## src/rtl/core/particle_sensor_frame_parser_core_macros.svh

```systemverilog
// Assertion macros used by the frame parser core RTL.
`ifndef PARTICLE_SENSOR_FRAME_PARSER_CORE_MACROS_SVH
`define PARTICLE_SENSOR_FRAME_PARSER_CORE_MACROS_SVH
`ifndef SYNTHESIS
// The consequent must hold in the same cycle as the antecedent.
`define PSFP_ASSERT_IMPLY(lbl, clk, rst_n, ante, cons) \
    lbl: assert property (@(posedge clk) disable iff (!rst_n) (ante) |-> (cons)) \
        else $error("psfp assertion failed");
// The consequent must hold in the cycle after the antecedent.
`define PSFP_ASSERT_NEXT(lbl, clk, rst_n, ante, cons) \
    lbl: assert property (@(posedge clk) disable iff (!rst_n) (ante) |=> (cons)) \
        else $error("psfp assertion failed");
`else
`define PSFP_ASSERT_IMPLY(lbl, clk, rst_n, ante, cons)
`define PSFP_ASSERT_NEXT(lbl, clk, rst_n, ante, cons)
`endif
`endif

```

## src/rtl/core/psfp_pkg.sv

```systemverilog
// Shared constants and types of the particle sensor frame parser.
`default_nettype none
package psfp_pkg;
    localparam int unsigned PAYLOAD_BYTES_DEF = 12;
    localparam int unsigned NUM_READINGS      = 6;

    localparam logic [7:0]  HDR_FIRST  = 8'h42;
    localparam logic [7:0]  HDR_SECOND = 8'h4D;

    // Fixed byte positions at the head of a frame.
    localparam logic [15:0] POS_HDR0   = 16'd0;
    localparam logic [15:0] POS_HDR1   = 16'd1;
    localparam logic [15:0] POS_LEN_HI = 16'd2;
    localparam logic [15:0] POS_LEN_LO = 16'd3;
    localparam logic [15:0] POS_PAYLOAD = 16'd4;

    typedef logic [15:0] t_word;

    typedef struct packed {
        logic                         bad;
        logic                         good;
        t_word [NUM_READINGS-1:0]     readings;
    } t_psfp_res;
endpackage
`default_nettype wire

```

## src/rtl/core/particle_sensor_frame_parser_core.sv

```systemverilog
// Top level of the particle sensor frame parser.
// Usage:
//   The slave channel takes one received serial byte per beat on s_axis_tdata.
//   The master channel gives one result beat for every byte taken: the frame
//   good and frame bad flags on m_axis_tuser and the six held readings on
//   m_axis_tdata. A flag is set only on the beat of the byte that closes a frame.
//   A byte is held in the input register, is decoded against the frame state in
//   one pass and lands in the result register, from which its result is shown.
//   One byte per cycle is taken while the master side keeps taking results; the
//   single decode pass that updates the frame state sets this rate.
//   Reset clears the frame state, the payload store and the readings to zero
//   and empties both registers.
//   When the receiver stalls, the result holds and at most one more byte is
//   taken into the input register; s_axis_tready then drops until space opens.
`default_nettype none
module particle_sensor_frame_parser_core
    import psfp_pkg::*;
#(
    parameter int unsigned PAYLOAD_BYTES = PAYLOAD_BYTES_DEF
) (
    input  wire logic         i_clk,
    input  wire logic         i_rst_n,
    input  wire logic         s_axis_tvalid,
    output logic              s_axis_tready,
    input  wire logic [7:0]   s_axis_tdata,   // [7:0] rx_byte
    output logic              m_axis_tvalid,
    input  wire logic         m_axis_tready,
    output logic [95:0]       m_axis_tdata,   // pm1_standard, pm25_standard,
                                              // pm10_standard, pm1_atmos,
                                              // pm25_atmos, pm10_atmos
    output logic [1:0]        m_axis_tuser    // [0] frame_good, [1] frame_bad
);
    logic       in_valid;
    logic [7:0] in_byte;
    logic       can_load;
    logic       proc_en;
    t_psfp_res  res_next;
    t_psfp_res  res_out;

    assign proc_en = in_valid && can_load;

    psfp_in_reg u_in_reg (
        .i_clk     (i_clk),
        .i_rst_n   (i_rst_n),
        .i_valid   (s_axis_tvalid),
        .o_ready   (s_axis_tready),
        .i_data    (s_axis_tdata),
        .o_valid   (in_valid),
        .o_data    (in_byte),
        .i_advance (can_load)
    );

    psfp_parse #(
        .PAYLOAD_BYTES (PAYLOAD_BYTES)
    ) u_parse (
        .i_clk   (i_clk),
        .i_rst_n (i_rst_n),
        .i_en    (proc_en),
        .i_byte  (in_byte),
        .o_res   (res_next)
    );

    psfp_out_reg u_out_reg (
        .i_clk      (i_clk),
        .i_rst_n    (i_rst_n),
        .i_load     (in_valid),
        .i_res      (res_next),
        .o_can_load (can_load),
        .o_valid    (m_axis_tvalid),
        .i_ready    (m_axis_tready),
        .o_res      (res_out)
    );

    assign m_axis_tdata = res_out.readings;
    assign m_axis_tuser = {res_out.bad, res_out.good};
endmodule
`default_nettype wire

```

## src/rtl/core/psfp_in_reg.sv

```systemverilog
// Input register for received bytes.
`default_nettype none
module psfp_in_reg
    import psfp_pkg::*;
(
    input  wire logic       i_clk,
    input  wire logic       i_rst_n,
    input  wire logic       i_valid,
    output logic            o_ready,
    input  wire logic [7:0] i_data,
    output logic            o_valid,
    output logic [7:0]      o_data,
    input  wire logic       i_advance
);
    logic       r_valid;
    logic [7:0] r_data;

    // Space opens as soon as the held byte moves on in this cycle.
    assign o_ready = !r_valid || i_advance;

    always_ff @(posedge i_clk) begin
        if (!i_rst_n) begin
            r_valid <= 1'b0;
        end else if (o_ready) begin
            r_valid <= i_valid;
        end
    end

    always_ff @(posedge i_clk) begin
        if (o_ready && i_valid) begin
            r_data <= i_data;
        end
    end

    assign o_valid = r_valid;
    assign o_data  = r_data;
endmodule
`default_nettype wire

```

## src/rtl/core/psfp_parse.sv

```systemverilog
// Frame state, payload store and checksum logic of the parser.
`default_nettype none
`include "particle_sensor_frame_parser_core_macros.svh"
module psfp_parse
    import psfp_pkg::*;
#(
    parameter int unsigned PAYLOAD_BYTES = PAYLOAD_BYTES_DEF
) (
    input  wire logic       i_clk,
    input  wire logic       i_rst_n,
    input  wire logic       i_en,
    input  wire logic [7:0] i_byte,
    output t_psfp_res       o_res
);
    logic [15:0]              r_pos;
    logic [15:0]              r_len;
    logic [15:0]              r_sum;
    logic [15:0]              r_rsum;
    logic [7:0]               r_store [PAYLOAD_BYTES];
    t_word [NUM_READINGS-1:0] r_readings;

    logic [15:0]              n_pos;
    logic [15:0]              n_len;
    logic [15:0]              n_sum;
    logic [15:0]              n_rsum;
    t_word [NUM_READINGS-1:0] n_readings;
    logic                     n_good;
    logic                     n_bad;

    logic [16:0] cks_pos;
    logic [16:0] pos_ext;
    logic [15:0] offset;
    logic [15:0] rsum_full;
    logic        store_we;

    always_comb begin
        n_pos      = r_pos;
        n_len      = r_len;
        n_sum      = r_sum;
        n_rsum     = r_rsum;
        n_readings = r_readings;
        n_good     = 1'b0;
        n_bad      = 1'b0;
        store_we   = 1'b0;
        // The checksum position is kept at 17 bits so a huge length never matches.
        cks_pos    = {1'b0, r_len} + 17'd2;
        pos_ext    = {1'b0, r_pos};
        offset     = r_pos - POS_PAYLOAD;
        rsum_full  = r_rsum | {8'h00, i_byte};

        if (r_pos == POS_HDR0) begin
            if (i_byte == HDR_FIRST) begin
                n_sum = {8'h00, i_byte};
                n_pos = r_pos + 16'd1;
            end
        end else if (r_pos == POS_HDR1) begin
            // A wrong second byte restarts the hunt without retesting this byte.
            if (i_byte != HDR_SECOND) begin
                n_pos = POS_HDR0;
            end else begin
                n_sum = r_sum + {8'h00, i_byte};
                n_pos = r_pos + 16'd1;
            end
        end else if (r_pos == POS_LEN_HI) begin
            n_sum = r_sum + {8'h00, i_byte};
            n_len = {i_byte, 8'h00};
            n_pos = r_pos + 16'd1;
        end else if (r_pos == POS_LEN_LO) begin
            n_sum = r_sum + {8'h00, i_byte};
            n_len = r_len | {8'h00, i_byte};
            n_pos = r_pos + 16'd1;
        end else if (pos_ext == cks_pos) begin
            n_rsum = {i_byte, 8'h00};
            n_pos  = r_pos + 16'd1;
        end else if (pos_ext == cks_pos + 17'd1) begin
            n_rsum = rsum_full;
            if (r_sum == rsum_full) begin
                n_good = 1'b1;
                for (int i = 0; i < NUM_READINGS; i++) begin
                    n_readings[i] = {r_store[2*i], r_store[2*i+1]};
                end
            end else begin
                n_bad = 1'b1;
            end
            n_pos = POS_HDR0;
        end else begin
            n_sum    = r_sum + {8'h00, i_byte};
            store_we = (offset < 16'(PAYLOAD_BYTES));
            n_pos    = r_pos + 16'd1;
        end
    end

    always_ff @(posedge i_clk) begin
        if (!i_rst_n) begin
            r_pos      <= '0;
            r_len      <= '0;
            r_sum      <= '0;
            r_rsum     <= '0;
            r_readings <= '0;
        end else if (i_en) begin
            r_pos      <= n_pos;
            r_len      <= n_len;
            r_sum      <= n_sum;
            r_rsum     <= n_rsum;
            r_readings <= n_readings;
        end
    end

    always_ff @(posedge i_clk) begin
        if (!i_rst_n) begin
            for (int k = 0; k < PAYLOAD_BYTES; k++) begin
                r_store[k] <= '0;
            end
        end else begin
            for (int k = 0; k < PAYLOAD_BYTES; k++) begin
                if (i_en && store_we && offset == 16'(k)) begin
                    r_store[k] <= i_byte;
                end
            end
        end
    end

    assign o_res.good     = n_good;
    assign o_res.bad      = n_bad;
    assign o_res.readings = n_readings;

    `PSFP_ASSERT_NEXT(a_end_restarts, i_clk, i_rst_n, i_en && (n_good || n_bad), r_pos == POS_HDR0)
    `PSFP_ASSERT_IMPLY(a_readings_on_good, i_clk, i_rst_n, !$stable(r_readings), $past(i_en && n_good))
    `PSFP_ASSERT_NEXT(a_header_sum, i_clk, i_rst_n, i_en && r_pos == POS_HDR1 && i_byte == HDR_SECOND, r_sum == 16'h008F)
endmodule
`default_nettype wire

```

## src/rtl/core/psfp_out_reg.sv

```systemverilog
// Result register toward the downstream receiver.
`default_nettype none
module psfp_out_reg
    import psfp_pkg::*;
(
    input  wire logic      i_clk,
    input  wire logic      i_rst_n,
    input  wire logic      i_load,
    input  t_psfp_res      i_res,
    output logic           o_can_load,
    output logic           o_valid,
    input  wire logic      i_ready,
    output t_psfp_res      o_res
);
    logic      r_valid;
    t_psfp_res r_res;

    assign o_can_load = !r_valid || i_ready;

    always_ff @(posedge i_clk) begin
        if (!i_rst_n) begin
            r_valid <= 1'b0;
        end else if (o_can_load) begin
            r_valid <= i_load;
        end
    end

    always_ff @(posedge i_clk) begin
        if (o_can_load && i_load) begin
            r_res <= i_res;
        end
    end

    assign o_valid = r_valid;
    assign o_res   = r_res;
endmodule
`default_nettype wire

```

## config.mk

```make
export PLATFORM = sky130hd
export DESIGN_NAME = particle_sensor_frame_parser_core
export DESIGN_NICKNAME = d
export VERILOG_FILES = /design/src/rtl/core/psfp_pkg.sv /design/src/rtl/core/particle_sensor_frame_parser_core.sv /design/src/rtl/core/psfp_in_reg.sv /design/src/rtl/core/psfp_parse.sv /design/src/rtl/core/psfp_out_reg.sv
export VERILOG_INCLUDE_DIRS = /design/src /design/src/rtl/core
export SDC_FILE = /design/constraint.sdc
export NUM_CORES = 1
export LEC_CHECK = 0
export ABC_AREA = 0
export BUFFER_PORTS_ARGS = -buffer_cell sky130_fd_sc_hd__buf_2
export CORE_MARGIN = 2
export CORE_UTILIZATION = 35
export CTS_CLUSTER_DIAMETER = 30
export DETAILED_ROUTE_END_ITERATION = 8
export GPL_TIMING_DRIVEN = 0
export PLACE_DENSITY_LB_ADDON = 0.3
export SLEW_MARGIN = 10
export SYNTH_ARGS = -nofsm -noshare
export SYNTH_HDL_FRONTEND = slang
export SYNTH_SLANG_ARGS = --single-unit
```

## constraint.sdc

```tcl
create_clock -name i_clk -period 5.9 [get_ports i_clk]
set_input_delay 0.59 -clock i_clk [delete_from_list [all_inputs] [get_ports i_clk]]
set_output_delay 0.59 -clock i_clk [all_outputs]
set_load 0.02 [all_outputs]
```

# After elaboration in Yosys (flattened, before gate mapping)
# Memories as Yosys holds them, arrays and structs flattened.
# Cells that the tools add are included.
[word_totals] elab_cells=182 latch_bits=0 mem_count=1 reg_bits=268 mem_bits_ro=0 out_inout_bits=100 ram_bits=96
[mem_list] name="u_parse.r_store" depth=12 width=8 read_ports=12 rd_clocked_by_memory_dff=0 write_ports=12 line_no="psfp_parse.sv:19" source="logic [7:0] r_store [PAYLOAD_BYTES];"
[op_classes] mux=84 n_div=0 n_lt_le_gt_ge=1 mul=0 n_addsub=5 shifts=0 bitwise=19 eq_ne=23 reduce_logical=28
[ops] cell="96-bit 2-to-1 mux" n=7
[ops] cell="16-bit 2-to-1 mux" n=20
[ops] cell="8-bit 2-to-1 mux" n=12
[ops] cell="16-bit by 2-bit equality test with 1-bit output, second input constant" n=4
[ops] cell="16-bit by 3-bit equality test with 1-bit output, second input constant" n=4
[ops] cell="16-bit by 4-bit equality test with 1-bit output, second input constant" n=4
[ops] cell="1-bit 2-to-1 mux" n=45
[ops] cell="16-bit by 17-bit equality test with 1-bit output" n=2
[ops] cell="16-bit by 1-bit equality test with 1-bit output, second input constant" n=2
[ops] cell="16-bit zero test" n=2
[ops] cell="16-bit by 8-bit bitwise OR with 16-bit output" n=2
[ops] cell="16-bit by 2-bit adder with 17-bit output, second input constant" n=1
[ops] cell="17-bit by 1-bit adder with 17-bit output, second input constant" n=1
[ops] cell="16-bit by 1-bit adder with 16-bit output, second input constant" n=1
[ops] cell="16-bit by 8-bit adder with 16-bit output" n=1
[ops] cell="16-bit equality test" n=1
[ops] cell="16-bit by 4-bit < comparator with 1-bit output, second input constant" n=1
[ops] cell="16-bit by 3-bit subtractor with 16-bit output, second input constant" n=1
[ops] cell="1-bit logical AND" n=15
[ops] cell="1-bit bitwise OR" n=12
[ops] cell="5-bit by 1-bit != test with 1-bit output, second input constant" n=2
[ops] cell="8-bit by 7-bit equality test with 1-bit output, second input constant" n=1
[ops] cell="8-bit by 7-bit != test with 1-bit output, second input constant" n=1
[ops] cell="6-bit AND reduction" n=1
[ops] cell="10 further kinds" n=17

# Logic depth before layout (Yosys ltp)
[logic_depth] depth_word=15 mapped_depth=15

# Modules after synthesis
# A second synthesis with hierarchy kept.
[unflattened] cells_unflattened=1494 area_unflattened_um2=16562.1
[modules_own_cells] module="psfp_parse" area_per_inst_um2=13257.7 instances=1 cells_each=1377 seq_area_each_um2=6085.8
[modules_own_cells] module="psfp_out_reg" area_per_inst_um2=3000.4 instances=1 cells_each=103 seq_area_each_um2=2962.8
[modules_own_cells] module="psfp_in_reg" area_per_inst_um2=297.8 instances=1 cells_each=13 seq_area_each_um2=260.2
[modules_own_cells] module="particle_sensor_frame_parser_core" area_per_inst_um2=6.3 instances=1 cells_each=1 seq_area_each_um2=0.0

# Worst setup path before layout
# OpenSTA, ideal clock, no wires.
[synth_path] path_kind="input port to flip-flop" from="input port m_axis_tready" to="register u_parse.r_sum[6]" path_buffers=1 arrival_ps=4640 path_slack_ps=1169 stages=8 cell_sequence="nor2b_1 nand2b_1 inv_1 o21ai_0 a211oi_1 clkbuf_1 a21oi_1 a311oi_1"
[synth_between] elab_chain_cells=3
[synth_rtl] element="from (decl)" line_no="particle_sensor_frame_parser_core.sv:27" source="input wire logic m_axis_tready,"
[synth_rtl] element="1-bit logical OR" line_no="psfp_out_reg.sv:18" source="assign o_can_load = !r_valid || i_ready;"
[synth_rtl] element="1-bit logical AND" line_no="particle_sensor_frame_parser_core.sv:40" source="assign proc_en = in_valid && can_load;"
[synth_rtl] element="named net proc_en" line_no="particle_sensor_frame_parser_core.sv:36" source="logic proc_en;"
[synth_rtl] element="5-bit AND reduction (no line)"
[synth_rtl] element="to (signal assigned)" line_no="psfp_parse.sv:103" source="r_sum <= n_sum;"
[synth_rtl] element="to (decl)" line_no="psfp_parse.sv:17" source="logic [15:0] r_sum;"
# The timed path passes the listed nets, and every way through them passes these cells.
# A chain may end at the register's enable or synchronous reset.

==> reports/results.txt <==
Slowest Stage Delay on Critical Path -> 1000 ps
VDD IR-drop max -> 283 µV
Critical path peak fanout -> 10
Vias -> 11000
Initial antenna violation count -> 1
Multi-input logic area -> 0.00634 mm²
PortBufs -> 111
Syn nets -> 1382
Htree depth -> 3
Max clock buf depth -> 3
CP Class -> flip-flop to flip-flop
Setup Skew -> 22.8 ps
#FFs+latches synth -> 364
Clock buffer count from CTS -> 75
Mapped cell area -> 0.0162 mm²
# resized after CTS -> 0
Setup violators final -> 0
Reg clk slew, reported paths -> 50 ps
Number of flops mapped to enable cells by yosys -> 202
Critical Path AT -> 5310 ps
Grt total ovfl -> 0
Global-route wire length before repair -> 61600 µm
FF+latch area -> 0.00931 mm²
Max-cap violations -> 0
Post-place setup slack -> 778 ps
Post-Syn Instances -> 1354
Tot GR Track Use -> 16.7%
Row cnt -> 78
1st-iter DRT viols -> 733
Synth Area in XOR/XNOR -> 4.17%
Post-route ant nets -> 0
Crit-path slowest cell -> o21ai_0
Fmax -> 0.195 GHz
CTS tree -> built
Synthesis warning total -> 0
Setup crit end kind -> flip-flop
Die X -> 219 µm
Cts hold-fix bufs -> 0
Post-synthesis mux area share -> 15.1%
Starting Density -> 35.5%
Largest family of logic cells by synthesized area -> multiplexers
Commonest non-fill, non-tap cell in the layout -> nor2_1
CTS root buf -> clkbuf_16
Top Family by Delay on Critical Path -> compound AO/OA/AOI/OAI gates
IO Count -> 112
Filler cells -> 4200
N_diodes -> 0
Status -> completed
WL/cell -> 18.1 µm
Pre-antenna DRT Iters -> 5
Fin nets -> 1571
Fin. max-slew vios -> 0
Crit path required time -> 6080 ps
Leakage -> 8.64 nW
Minimum clock period -> 5130 ps
Most frequent cells in the layout -> 215 x nor2_1, 202 x edfxtp_1, 162 x dfxtp_1
Largest net degree at the start of global routing -> 68
Seq/Total Area, Yosys -> 57.6%
Area growth from synthesis to final layout -> 24.3%
Share of layout cells above drive strength 1 -> 23.5%
Postcts setup bufs -> 0
Reg-to-Reg Start -> u_parse.r_len[1]$_SDFFE_PN0P_
DIE HEIGHT -> 219 µm
CP startpoint kind -> flip-flop
Worst Setup SP -> u_parse.r_len[1]$_SDFFE_PN0P_
Main synth FF type -> edfxtp_1
Post-route DRC -> 0
Clock insertion delay at the later pin of the skew report -> 580 ps
TritonCTS Sinks -> 364
PwrDens -> 362 mW/mm²
Synth Area in Adders -> 1.29%
Compound-gate portion of the synthesized area -> 5.34%
Tot Pwr -> 7.26 mW
Async S/R FF share, synth -> 0%
Number of vias per cell -> 4.99
Slew HR -> 16.0%
Vias in the first global route -> 11000
Synth cell types -> 69
Worst hold path startpoint -> s_axis_tdata[5]
Simple-gate share of the synthesized area -> 13.3%
Final critical-path share of the clock period -> 86.9%
Tightest Hold Check Type -> input pin to flip-flop
WL final -> 40000 µm
Critical path, cell by cell -> clkbuf_1 > inv_1 > ha_1 > nand3b_1 > a2111oi_2 > nand4_1 > xnor2_1 > a2111oi_2 > a31oi_1 > nand3b_1 > clkbuf_1 > o21ai_0
Final Worst Setup Slack -> 775 ps
Slew at the pin with the worst max-slew slack -> 1250 ps
Dpl hpwl -> 27800 µm
Die area -> 0.0479 mm²
RSZ-0062 raised after global routing -> false
Syn_area_per_cell -> 11.9 µm²
Final Hold Fails -> 0
Worst path buffer plus inverter count -> 3
RePlAce Congestion -> 0.869
Core area -> 0.0455 mm²
registers in the layout, indices dropped and copies added (netlist names):
register,flops
u_parse.r_sum,16
u_parse.r_readings,96
u_parse.r_len,16
u_out_reg.o_res,98
u_in_reg.o_data,8
u_parse.r_rsum,16
u_out_reg.o_valid,1
u_parse.r_store,96
u_parse.r_pos,16
u_in_reg.o_valid,1
area by class of cell:
class / count / share of cell area (%)
Sequential cell: 364 / 46.4
Multi-Input combinational cell: 874 / 31.6
Clock buffer: 91 / 9.96
Tap cell: 600 / 3.74
Timing Repair Buffer: 112 / 2.90
Clock inverter: 46 / 2.88
Buffer: 93 / 2.10
Inverter: 23 / 0.443
power by group:
group / leakage [nW] / internal [mW] / switching [mW]
Combinational: 4.07 / 0.0619 / 0.169
Clock: 1.25 / 2.89 / 1.36
Sequential: 3.31 / 2.74 / 0.0327
cells by family after synthesis:
family,count (synthesis)
buffers and inverters,116
and+or+nand+nor,443
DFF,364
muxes,221
AOI/OAI and AO/OA,125
adders and majority gates,16
xor gates and xnor gates,69
worst reg2reg max path, stage by stage, from the launching register on:
cell and delay (ps):
dfxtp_1 360, clkbuf_1 440, inv_1 140, ha_1 350, nand3b_1 280, a2111oi_2 580, nand4_1 180, xnor2_1 260
a2111oi_2 130, a31oi_1 530, nand3b_1 180, clkbuf_1 280, o21ai_0 1000
worst paths after layout:
| kind | slack (ps) | depth (start not counted) | to |
|---|---|---|---|
| setup / recovery | 770 | 12 | u_parse.r_store[0][29]$_SDFFCE_PN0P_ |
| hold / removal | 190 | 1 | u_in_reg.o_data[5]$_DFFE_PP_ |
| setup reg to reg | 770 | 12 | u_parse.r_store[0][29]$_SDFFCE_PN0P_ |
| hold reg to reg | 480 | 1 | u_parse.r_rsum[6]$_SDFFE_PN0P_ |
through the flow:
step                      hold slack, ps  utilization, %  instance area, µm²  std cells  setup TNS (ps)
after global routing                 167            44.1               20100       2203               0
after detailed placement             469            38.5               17500       2066               0
after CTS                            163            44.1               20100       2203               0
after global placement               464            38.4               17500       2065          -10400
after floorplan                      450               -               16200       1354               0
final                                189            44.1               20100       2203               0
synth_stat cells, types with 5 or more instances:
master | count | area share, %
a211o_1 | 6 | 0.33
a21o_1 | 6 | 0.28
a21oi_1 | 29 | 0.90
a22o_1 | 8 | 0.43
a311oi_1 | 8 | 0.43
a31oi_1 | 7 | 0.27
and2_1 | 10 | 0.39
and3_1 | 38 | 1.5
buf_2 | 24 | 0.74
clkbuf_1 | 61 | 1.4
dfxtp_1 | 162 | 20
edfxtp_1 | 202 | 38
ha_1 | 15 | 1.2
inv_1 | 23 | 0.53
mux2_2 | 68 | 4.7
mux2_4 | 29 | 2.7
mux2i_1 | 124 | 7.7
nand2_1 | 57 | 1.3
nand2b_1 | 9 | 0.35
nand3_1 | 25 | 0.77
nand4_1 | 15 | 0.58
nor2_1 | 215 | 5.0
nor2b_1 | 6 | 0.23
nor3_1 | 8 | 0.25
nor4_1 | 21 | 0.81
o21ai_0 | 29 | 0.90
or3_1 | 9 | 0.35
xnor2_1 | 27 | 1.5
xnor3_1 | 5 | 0.70
xor2_1 | 37 | 2.0
layer usage:
metal	global-route usage (%)	share of wire, %	up-vias	wire, µm
li1	-	-	5276	-
met4	5.81	2.1	2	856
met2	27.1	47	291	18800
met1	21.9	45	5351	18000
met3	3.76	5.8	64	2310
met5	0	0.040	-	16
No activity file was read; power rests on OpenSTA's default activity.
